## src/bqd_pkg.sv

```systemverilog
// Shared types, constants and defaults for the biquad low-pass filter.
package bqd_pkg;

  localparam int DEF_SAMPLE_WIDTH   = 16;
  localparam int DEF_COEF_FRAC_BITS = 14;

  // Coefficients are Q2.14 with a fixed 16-bit register width.
  localparam int COEF_WIDTH = 16;
  localparam int REG_IDX_W  = 3;

  typedef enum logic [REG_IDX_W-1:0] {
    REG_FEED_0 = 3'd0,
    REG_FEED_1 = 3'd1,
    REG_FEED_2 = 3'd2,
    REG_BACK_1 = 3'd3,
    REG_BACK_2 = 3'd4
  } reg_idx_t;

  typedef logic signed [COEF_WIDTH-1:0] coef_t;

  typedef struct packed {
    coef_t b0;
    coef_t b1;
    coef_t b2;
    coef_t a1;
    coef_t a2;
  } coef_set_t;

  // Butterworth low-pass, 10 Hz corner at 250 Hz sample rate.
  localparam coef_t RST_FEED_0 = 16'sd219;
  localparam coef_t RST_FEED_1 = 16'sd438;
  localparam coef_t RST_FEED_2 = 16'sd219;
  localparam coef_t RST_BACK_1 = -16'sd26992;
  localparam coef_t RST_BACK_2 = 16'sd11483;

endpackage

```

## src/biquad_iir_lowpass.sv

```systemverilog
// Top level of the second-order direct form I low-pass filter.
//
//   Channel  Direction  Handshake              Payload
//   in_      slave      in_tvalid/in_tready    in_tdata: sample_in
//   out_     master     out_tvalid/out_tready  out_tdata: sample_out, out_tuser: clipped
//   cfg_     slave      cfg_valid/cfg_ready    cfg_index, cfg_data (one coefficient)
//
// One sample is taken per cycle unless a stall backs up to the input. A sample passes
// an input register, a feedforward register and the result register. The feedback
// path (the two output-history products, rounding and saturation) fits in the last
// stage, so the next sample sees the new output history in the very next cycle. Reset
// clears the stage valid bits and both histories and loads the default coefficients.
// A stage holds its sample only while the stage ahead is full and stalled, so empty
// stages keep taking samples while a result waits on out_tready.
module biquad_iir_lowpass import bqd_pkg::*; #(
  parameter int SAMPLE_WIDTH   = DEF_SAMPLE_WIDTH,
  parameter int COEF_FRAC_BITS = DEF_COEF_FRAC_BITS
) (
  input  logic                                   clk,
  input  logic                                   rst_n,
  // Input samples.
  input  logic                                   in_tvalid,
  output logic                                   in_tready,
  input  logic [((SAMPLE_WIDTH+7)/8)*8-1:0]      in_tdata,   // [SW-1:0] sample_in
  // Filtered samples.
  output logic                                   out_tvalid,
  input  logic                                   out_tready,
  output logic [((SAMPLE_WIDTH+7)/8)*8-1:0]      out_tdata,  // [SW-1:0] sample_out
  output logic [0:0]                             out_tuser,  // [0] clipped
  // Coefficient writes.
  input  logic                                   cfg_valid,
  output logic                                   cfg_ready,
  input  logic [REG_IDX_W-1:0]                   cfg_index,
  input  logic [COEF_WIDTH-1:0]                  cfg_data
);

  localparam int TDATA_W = ((SAMPLE_WIDTH + 7) / 8) * 8;
  localparam int PROD_W  = SAMPLE_WIDTH + COEF_WIDTH;
  localparam int FF_W    = PROD_W + 2;
  localparam int ACC_W   = PROD_W + 3;

  localparam logic signed [ACC_W-1:0] RND_HALF = ACC_W'(1) <<< (COEF_FRAC_BITS - 1);
  localparam logic signed [ACC_W-1:0] SAT_HI   =
    ACC_W'((64'sd1 <<< (SAMPLE_WIDTH - 1)) - 64'sd1);
  localparam logic signed [ACC_W-1:0] SAT_LO   = -SAT_HI - ACC_W'(1);

  typedef logic signed [SAMPLE_WIDTH-1:0] smp_t;

  coef_set_t coefs;

  // Handshake and stage movement.
  logic in_xfer;
  logic out_free, ld_out;
  logic s2_free, ld_s2;
  logic s1_free;

  // Stage 1: the new sample and the two before it.
  logic s1_v_r;
  smp_t s1_x0_r, s1_x1_r, s1_x2_r;
  smp_t xh0_r, xh1_r;

  // Stage 2: feedforward sum.
  logic                   s2_v_r;
  logic signed [FF_W-1:0] s2_ff_r;
  logic signed [FF_W-1:0] ff_nxt;
  logic signed [PROD_W-1:0] prod0, prod1, prod2;

  // Result stage and output history.
  logic                    out_v_r;
  logic [SAMPLE_WIDTH-1:0] out_sample_r;
  logic                    out_clip_r;
  smp_t                    yh0_r, yh1_r;
  logic signed [PROD_W-1:0] fb1, fb2;
  logic signed [ACC_W-1:0]  acc, acc_shift;
  smp_t                     y_nxt;
  logic                     clip_nxt;

  bqd_coef_regs u_coef_regs (
    .clk       (clk),
    .rst_n     (rst_n),
    .cfg_valid (cfg_valid),
    .cfg_ready (cfg_ready),
    .cfg_index (cfg_index),
    .cfg_data  (cfg_data),
    .coefs     (coefs)
  );

  // A stage loads when the stage behind it is full and it is empty or unloading.
  assign out_free  = !out_v_r || out_tready;
  assign ld_out    = s2_v_r && out_free;
  assign s2_free   = !s2_v_r || ld_out;
  assign ld_s2     = s1_v_r && s2_free;
  assign s1_free   = !s1_v_r || ld_s2;
  assign in_tready = s1_free;
  assign in_xfer   = in_tvalid && s1_free;

  // Feedforward part: independent of earlier results, so it runs one stage early.
  assign prod0  = coefs.b0 * s1_x0_r;
  assign prod1  = coefs.b1 * s1_x1_r;
  assign prod2  = coefs.b2 * s1_x2_r;
  assign ff_nxt = FF_W'(prod0) + FF_W'(prod1) + FF_W'(prod2);

  // Feedback part, round half up, then clamp to the sample range.
  assign fb1       = coefs.a1 * yh0_r;
  assign fb2       = coefs.a2 * yh1_r;
  assign acc       = ACC_W'(s2_ff_r) - ACC_W'(fb1) - ACC_W'(fb2);
  assign acc_shift = (acc + RND_HALF) >>> COEF_FRAC_BITS;

  always_comb begin
    priority if (acc_shift > SAT_HI) begin
      y_nxt    = smp_t'(SAT_HI);
      clip_nxt = 1'b1;
    end else if (acc_shift < SAT_LO) begin
      y_nxt    = smp_t'(SAT_LO);
      clip_nxt = 1'b1;
    end else begin
      y_nxt    = smp_t'(acc_shift);
      clip_nxt = 1'b0;
    end
  end

  // Control state and sample histories.
  always_ff @(posedge clk) begin
    if (!rst_n) begin
      s1_v_r  <= 1'b0;
      s2_v_r  <= 1'b0;
      out_v_r <= 1'b0;
      xh0_r   <= '0;
      xh1_r   <= '0;
      yh0_r   <= '0;
      yh1_r   <= '0;
    end else begin
      if (s1_free) begin
        s1_v_r <= in_tvalid;
      end
      if (s2_free) begin
        s2_v_r <= s1_v_r;
      end
      if (out_free) begin
        out_v_r <= s2_v_r;
      end
      if (in_xfer) begin
        xh0_r <= $signed(in_tdata[SAMPLE_WIDTH-1:0]);
        xh1_r <= xh0_r;
      end
      if (ld_out) begin
        yh0_r <= y_nxt;
        yh1_r <= yh0_r;
      end
    end
  end

  // Payload registers.
  always_ff @(posedge clk) begin
    if (in_xfer) begin
      s1_x0_r <= $signed(in_tdata[SAMPLE_WIDTH-1:0]);
      s1_x1_r <= xh0_r;
      s1_x2_r <= xh1_r;
    end
    if (ld_s2) begin
      s2_ff_r <= ff_nxt;
    end
    if (ld_out) begin
      out_sample_r <= y_nxt;
      out_clip_r   <= clip_nxt;
    end
  end

  assign out_tvalid = out_v_r;
  assign out_tdata  = TDATA_W'(out_sample_r);
  assign out_tuser  = out_clip_r;

endmodule

```

## src/bqd_coef_regs.sv

```systemverilog
// Coefficient register bank written through the configuration channel.
module bqd_coef_regs import bqd_pkg::*; (
  input  logic                  clk,
  input  logic                  rst_n,
  input  logic                  cfg_valid,
  output logic                  cfg_ready,
  input  logic [REG_IDX_W-1:0]  cfg_index,
  input  logic [COEF_WIDTH-1:0] cfg_data,
  output coef_set_t             coefs
);

  coef_set_t coefs_r;
  coef_set_t coefs_nxt;

  assign cfg_ready = 1'b1;
  assign coefs     = coefs_r;

  // Writes to an index past the last register are dropped.
  always_comb begin
    coefs_nxt = coefs_r;
    if (cfg_valid) begin
      unique case (reg_idx_t'(cfg_index))
        REG_FEED_0: coefs_nxt.b0 = $signed(cfg_data);
        REG_FEED_1: coefs_nxt.b1 = $signed(cfg_data);
        REG_FEED_2: coefs_nxt.b2 = $signed(cfg_data);
        REG_BACK_1: coefs_nxt.a1 = $signed(cfg_data);
        REG_BACK_2: coefs_nxt.a2 = $signed(cfg_data);
        default:    coefs_nxt = coefs_r;
      endcase
    end
  end

  always_ff @(posedge clk) begin
    if (!rst_n) begin
      coefs_r.b0 <= RST_FEED_0;
      coefs_r.b1 <= RST_FEED_1;
      coefs_r.b2 <= RST_FEED_2;
      coefs_r.a1 <= RST_BACK_1;
      coefs_r.a2 <= RST_BACK_2;
    end else begin
      coefs_r <= coefs_nxt;
    end
  end

endmodule

```

## config.mk

```make
export PLATFORM = sky130hd
export DESIGN_NAME = biquad_iir_lowpass
export DESIGN_NICKNAME = d
export VERILOG_FILES = /design/src/bqd_pkg.sv /design/src/biquad_iir_lowpass.sv /design/src/bqd_coef_regs.sv
export SDC_FILE = /design/constraint.sdc
export NUM_CORES = 2
export LEC_CHECK = 0
export BUFFER_PORTS_ARGS = -buffer_cell sky130_fd_sc_hd__buf_2
export CAP_MARGIN = 15
export CELL_PAD_IN_SITES_DETAIL_PLACEMENT = 0
export CELL_PAD_IN_SITES_GLOBAL_PLACEMENT = 2
export CORE_MARGIN = 2
export CORE_UTILIZATION = 40
export CTS_CLUSTER_DIAMETER = 50
export DETAILED_ROUTE_END_ITERATION = 8
export HOLD_SLACK_MARGIN = 0.15
export PLACE_DENSITY_LB_ADDON = 0.1
export SLEW_MARGIN = 25
export SYNTH_ARGS = -nofsm -noshare
export SYNTH_HDL_FRONTEND = slang
export SYNTH_SLANG_ARGS = --single-unit
```

## constraint.sdc

```tcl
create_clock -name clk -period 8.4 [get_ports clk]
set_input_delay 2.52 -clock clk [delete_from_list [all_inputs] [get_ports clk]]
set_output_delay 2.52 -clock clk [all_outputs]
set_load 0.005 [all_outputs]
```

-- Word level (Yosys, flattened, before mapping)
Cells that the tools add are included.
- add/sub/neg operators: 5
- $mul: 5
- divide/modulo/power cells: 0
- magnitude comparators: 2
- equality and inequality tests: 4
- shift operators: 0
- multiplexer cells: 3
- bitwise logic cells: 0
- reductions and logical operators: 15
- operators by type and width (kind ; number):
    multiplier 16 x 16 -> 32 bit ; 5
    adder 35 x 15 -> 35 bit (second input constant) ; 1
    subtractor 34 x 32 -> 35 bit ; 1
    subtractor 35 x 32 -> 35 bit ; 1
    adder 33 x 32 -> 34 bit ; 1
    adder 32 x 32 -> 33 bit ; 1
    two-way mux 16 bit ; 2
    greater-than comparator 21 x 16 -> 1 bit (second input constant) ; 1
    less-than comparator 21 x 16 -> 1 bit (second input constant) ; 1
    AND reduction 2 bit ; 5
    equality test 3 x 2 -> 1 bit (second input constant) ; 2
    equality test 3 x 1 -> 1 bit (second input constant) ; 1
    equality test 3 bit (second input constant) ; 1
    logical AND 1 bit ; 3
    logical NOT 1 bit ; 3
    logical NOT 3 bit ; 1
    logical OR 1 bit ; 3
    two-way mux 1 bit ; 1
- bits in registers: 246
- bits in latches: 0
- RAM bits: 0
- bits in read-only memories: 0
- output and inout port bits: 20
- memories kept: 0

-- Logic depth before layout (Yosys ltp)
- depth after elaboration: 7
- gate-level depth with buffers: 33
- mapped depth without buffers: 29

-- Cells and area by module
Synthesis repeated with hierarchy kept, for this count alone.
- cell total of the unflattened synthesis: 6125
- area total of the unflattened synthesis: 60489.3 um2
- modules (own cells, without submodules) (module ; times used ; cells an instance ; area each (um2) ; sequential area each (um2)):
    biquad_iir_lowpass ; 1 ; 5820 ; 57296.2 ; 4314.1
    bqd_coef_regs ; 1 ; 305 ; 3193.1 ; 1601.5

-- Worst setup path before layout
Ideal clock, no wire load.
- kind: register to register
- start point: reg u_coef_regs.coefs_r, in the netlist u_coef_regs.coefs[15]
- end point: reg out_sample_r[0], in the netlist out_tdata[0] (data pin)
- arrival time: 7803 ps
- data required time: 8133 ps
- setup slack: 330 ps
- stages on the path, launching flop included: 29
- clock period less this slack: 8070 ps
- path through: dfxtp_1 clkbuf_1 nand2_1 fa_1 inv_1 fa_1 inv_1 fa_1 inv_1 fa_1 fa_1 inv_1 fa_1 fa_1 inv_1 fa_1 inv_1 ha_1 a21o_1 a21o_1 a21o_1 a211oi_1 o21ai_1 a221o_1 a211oi_2 a41o_1 buf_2 buf_2 o21ai_1
- longest elaborated chain between the ends: 6
- elaborated cells between the ends (all ways): 7
- classes of those cells: add/sub: 2; mul: 1; order compare: 2; mux: 2
- RTL lines (element ; RTL line ; text):
    start, declared ; bqd_coef_regs.sv:12 ; coef_set_t coefs_r;
    start signal, assigned ; bqd_coef_regs.sv:41 ; coefs_r <= coefs_nxt;
    multiplier 16 x 16 -> 32 bit * ; biquad_iir_lowpass.sv:105 ; assign fb2 = coefs.a2 * yh1_r;
    subtractor 35 x 32 -> 35 bit * ; biquad_iir_lowpass.sv:106 ; assign acc = ACC_W'(s2_ff_r) - ACC_W'(fb1) - ACC_W'(fb2);
    adder 35 x 15 -> 35 bit * ; biquad_iir_lowpass.sv:107 ; assign acc_shift = (acc + RND_HALF) >>> COEF_FRAC_BITS;
    less-than comparator 21 x 16 -> 1 bit ; biquad_iir_lowpass.sv:113 ; end else if (acc_shift < SAT_LO) begin
    two-way mux 16 bit ; biquad_iir_lowpass.sv:113 ;
    two-way mux 16 bit * ; biquad_iir_lowpass.sv:110 ; priority if (acc_shift > SAT_HI) begin
    named net y_nxt[0] ; biquad_iir_lowpass.sv:75 ; smp_t y_nxt;
    end signal, assigned ; biquad_iir_lowpass.sv:164 ; out_sample_r <= y_nxt;
    end, declared ; biquad_iir_lowpass.sv:70 ; logic [SAMPLE_WIDTH-1:0] out_sample_r;
The timed path passes the listed nets; every way through them passes the cells marked *.
A chain may end at the register's enable or synchronous reset.

-- Worst setup path after layout
- start point: reg s1_x2_r[11]
- end point: reg s2_ff_r[33] (data pin)
- longest elaborated chain between the ends: 2
- RTL lines (element ; RTL line ; text):
    start, declared ; biquad_iir_lowpass.sv:59 ; smp_t s1_x0_r, s1_x1_r, s1_x2_r;
    start signal, assigned ; biquad_iir_lowpass.sv:158 ; s1_x2_r <= xh1_r;
    multiplier 16 x 16 -> 32 bit ; biquad_iir_lowpass.sv:100 ; assign prod2 = coefs.b2 * s1_x2_r;
    adder 33 x 32 -> 34 bit ; biquad_iir_lowpass.sv:101 ; assign ff_nxt = FF_W'(prod0) + FF_W'(prod1) + FF_W'(prod2);
    named net ff_nxt[33] ; biquad_iir_lowpass.sv:65 ; logic signed [FF_W-1:0] ff_nxt;
    end signal, assigned ; biquad_iir_lowpass.sv:161 ; s2_ff_r <= ff_nxt;
    end, declared ; biquad_iir_lowpass.sv:64 ; logic signed [FF_W-1:0] s2_ff_r;
The timed path passes the listed nets, and every way through them passes these cells.

==> key figures <==
Outcome
  – Run status: complete, no violations

Min path
  – Class of the worst hold path: reg2reg

Route
  – Total via count after detailed routing: around 40000
  – Iteration-0 DRC count of the detailed router: ~1500
  – Routed length per placed instance: around 20 um
  – Detailed Routing Iterations Pass 1: 5
  – Number of nets still failing antenna checks after routing: 0
  – Wire length reported by the detailed router: 165000 um
  – Count of unresolved DRC violations after routing: 0
  – Via count normalized by instance count: between 4 and 5

GRT
  – GRT Resource Usage Total: a little under a quarter
  – Global-route wire length before repair: about 270000 um
  – Largest net degree at the start of global routing: 81
  – Vias in the first global route: 45000
  – Residual overflow from global routing: 0
  – Initial antenna violation count: 7

Clock tree
  – Count of clock tree sinks: 246
  – TritonCTS clock tree: built
  – Root buffer selected by CTS: sky130_fd_sc_hd__clkbuf_16
  – Total clock buffers created by CTS: 56
  – Worst skew pair latency: around 0.69 ns
  – H-Tree Depth: 2
  – Number of buffers between clock root and the deepest sink: 3
  – Clock-pin slew on the worst setup and hold paths: ~0.050 ns

Placement
  – Detail Placement HPWL: ~150000 um
  – Number of buffers inserted by port buffering: 58
  – Pre-CTS worst setup slack: ~0.13 ns
  – Final estimated routing congestion in global placement: 0.844

Timing
  – Fin Hold WS: between 0.4 and 0.5 ns
  – Shortest period the worst path allows: approximately 8 ns
  – Slew Limit Fails: 0
  – Normalized max-slew margin: between 30% and 40%
  – Min setup slack post-route: roughly 0.21 ns
  – Least-Margin Pin Slew: a little over 1 ns
  – Portion of the clock cycle consumed by the worst path in the final layout: 97.5%
  – Fmax: 122 MHz
  – Final Skew: approximately 0.04 ns
  – Total of endpoints with negative setup slack in the final report: 0
  – Number of hold violations in the final report: 0

Setup path
  – Highest net fanout along the worst path: 9
  – Capturing element type of the critical path: flip-flop
  – WP data arrival: 8.59 ns
  – Type of the worst setup path: reg2reg
  – Element type at the critical path start: flip-flop
  – Critical path required time: a little under 9 ns

Cells and area
  – Commonest cells after routing, fill and taps aside: 1678 x sky130_fd_sc_hd__inv_1, 1575 x sky130_fd_sc_hd__fa_1, 1013 x sky130_fd_sc_hd__nand2_1
  – Number of nets in the final layout: between 8000 and 9000
  – Area added between synthesis and finish: 11.0%
  – Ant. Diodes: 0
  – Footprint of the flip-flops and latches: 5930 um2
  – Fraction of final layout cells with drive strength greater than 1: between 7 and 8%
  – Most frequent standard cell in the layout excluding fill and tap cells: sky130_fd_sc_hd__inv_1
  – Number of fill cells in the layout: 14700
  – Area taken by multi-input logic gates: around 47000 um2

Die
  – Core Region: around 150000 um2
  – Starting utilization of the core area: 40.3%
  – Vertical die dimension: 392 um
  – Number of rows in the core area: 142
  – I/O pin total: 60
  – Die ar.: between 150000 and 200000 um2
  – X dimension of the die: 392 um

Synth
  – Ys Warns: 0
  – Library cells used by synthesis: between 60 and 70
  – Syn_nets: between 8000 and 9000
  – Avg Inst Size Synth: slightly below 10 um2
  – Count of state elements after synthesis: between 200 and 250
  – Number of enable-type register cells in the synthesized netlist: 99
  – Count of mapped cells out of synthesis: between 6000 and 7000
  – Primary FF master, synth: sky130_fd_sc_hd__dfxtp_1
  – Sequential-to-total area share from yosys stat: about a tenth
  – Share of async-settable or async-resettable flops after synthesis: 0%
  – Synthesized cell area: around 60000 um2

Job
  – Max cap viols: 0
metal layers:
layer | up-vias | GRT usage, % | part of all wire, %
met1 | 20400 | 31.2 | 46
li1 | 18000 | - | -
met4 | 0 | 4.11 | 1.7
met2 | 448 | 40.2 | 50
met5 | - | 0 | 0
met3 | 153 | 1.47 | 2.4
per-stage QoR:
stage          setup TNS (ns)  utilization [%]  instances  area, um2
2_1_floorplan               0                -       6204      60200
4_1_cts                     0             44.5       8426      66600
3_5_place_dp                0             43.2       8320      64600
3_3_place_gp                0             43.2       8320      64600
6_report                    0             44.7       8435      66900
5_1_grt                -0.188             44.7       8435      66900
worst max-delay path: stages (launching register included):
cell and delay, ns:
sky130_fd_sc_hd__edfxtp_1 0.70, sky130_fd_sc_hd__buf_12 0.21, sky130_fd_sc_hd__nand2_1 0.08, sky130_fd_sc_hd__fa_1 0.55, sky130_fd_sc_hd__inv_1 0.05, sky130_fd_sc_hd__fa_1 0.49, sky130_fd_sc_hd__fa_1 0.55, sky130_fd_sc_hd__inv_1 0.05
sky130_fd_sc_hd__fa_1 0.48, sky130_fd_sc_hd__fa_1 0.61, sky130_fd_sc_hd__fa_1 0.46, sky130_fd_sc_hd__fa_2 0.55, sky130_fd_sc_hd__fa_1 0.41, sky130_fd_sc_hd__inv_1 0.08, sky130_fd_sc_hd__fa_1 0.46, sky130_fd_sc_hd__ha_4 0.31
sky130_fd_sc_hd__nand3_1 0.12, sky130_fd_sc_hd__or2_2 0.30, sky130_fd_sc_hd__or3_1 0.36, sky130_fd_sc_hd__o211ai_1 0.29, sky130_fd_sc_hd__o211a_1 0.31, sky130_fd_sc_hd__a2111o_1 0.19, sky130_fd_sc_hd__a21o_1 0.12, sky130_fd_sc_hd__a21oi_1 0.07
sky130_fd_sc_hd__xnor2_1 0.13
repair_timing:
action,CTS,global route
setup endpoints to repair,0,36
hold buffers,0,0
buffers inserted,0,9
resized for setup,0,43
Yosys cell counts, types with 11 or more instances:
cell type	instances	area (um2)
sky130_fd_sc_hd__fa_1	1581	31700
sky130_fd_sc_hd__inv_1	1681	6310
sky130_fd_sc_hd__o21a_1	13	97.6
sky130_fd_sc_hd__nand2_1	1015	3810
sky130_fd_sc_hd__edfxtp_1	99	2970
sky130_fd_sc_hd__xnor2_1	63	552
sky130_fd_sc_hd__nor2b_1	29	181
sky130_fd_sc_hd__and2_1	493	3080
sky130_fd_sc_hd__a21boi_0	98	736
sky130_fd_sc_hd__nand2b_1	57	357
sky130_fd_sc_hd__clkbuf_1	226	848
sky130_fd_sc_hd__a21oi_1	51	255
sky130_fd_sc_hd__dfxtp_1	147	2940
sky130_fd_sc_hd__ha_1	371	4640
sky130_fd_sc_hd__o21ai_0	36	180
sky130_fd_sc_hd__nand3_1	50	250
sky130_fd_sc_hd__nor2_1	36	135
sky130_fd_sc_hd__a21o_1	29	218
sky130_fd_sc_hd__o21ai_1	11	55.1
sky130_fd_sc_hd__xor2_1	19	166
registers in the layout, indices dropped and copies added (netlist names):
register	flops
u_coef_regs.coefs	80
s2_ff_r	34
out_tdata	16
s1_x0_r	16
s1_x1_r	16
s1_x2_r	16
xh0_r	16
xh1_r	16
yh0_r	16
yh1_r	16
out_tuser	1
out_tvalid	1
s1_v_r	1
s2_v_r	1
worst paths after layout:
kind | slack, ns | start | end | cells after the start
worst max-delay path | 0.21 | s1_x2_r[11] | s2_ff_r[33] | 24
worst min-delay path | 0.43 | xh1_r[10] | s1_x2_r[10] | 0
worst min register to register | 0.43 | xh1_r[10] | s1_x2_r[10] | 0
worst max register to register | 0.21 | s1_x2_r[11] | s2_ff_r[33] | 24
layout make-up:
| cell class | instances | area share, % |
|---|---|---|
| Timing Repair Buffer | 346 | 4.24 |
| Sequential cell | 246 | 8.86 |
| Inverter | 1681 | 9.44 |
| Tap cell | 2016 | 3.77 |
| Clock buffer | 63 | 2.28 |
| Clock inverter | 43 | 0.760 |
| Multi-Input combinational cell | 4040 | 70.7 |
cells by family (layout without fill, tap and decap cells):
family          Yosys count  after routing  synth area share (%)
buf+inv                1918           2133                  12.0
other cells               1              1               0.00623
xor+xnor                 82             82                  1.19
fa+ha+maj              1952           1952                  60.3
flops                   246            246                  9.82
simple gates           1719           1719                  13.4
compound gates          286            286                  3.31
Power is not shown: default switching activity piles up to over one toggle a cycle in this logic, so the estimate is an artifact.
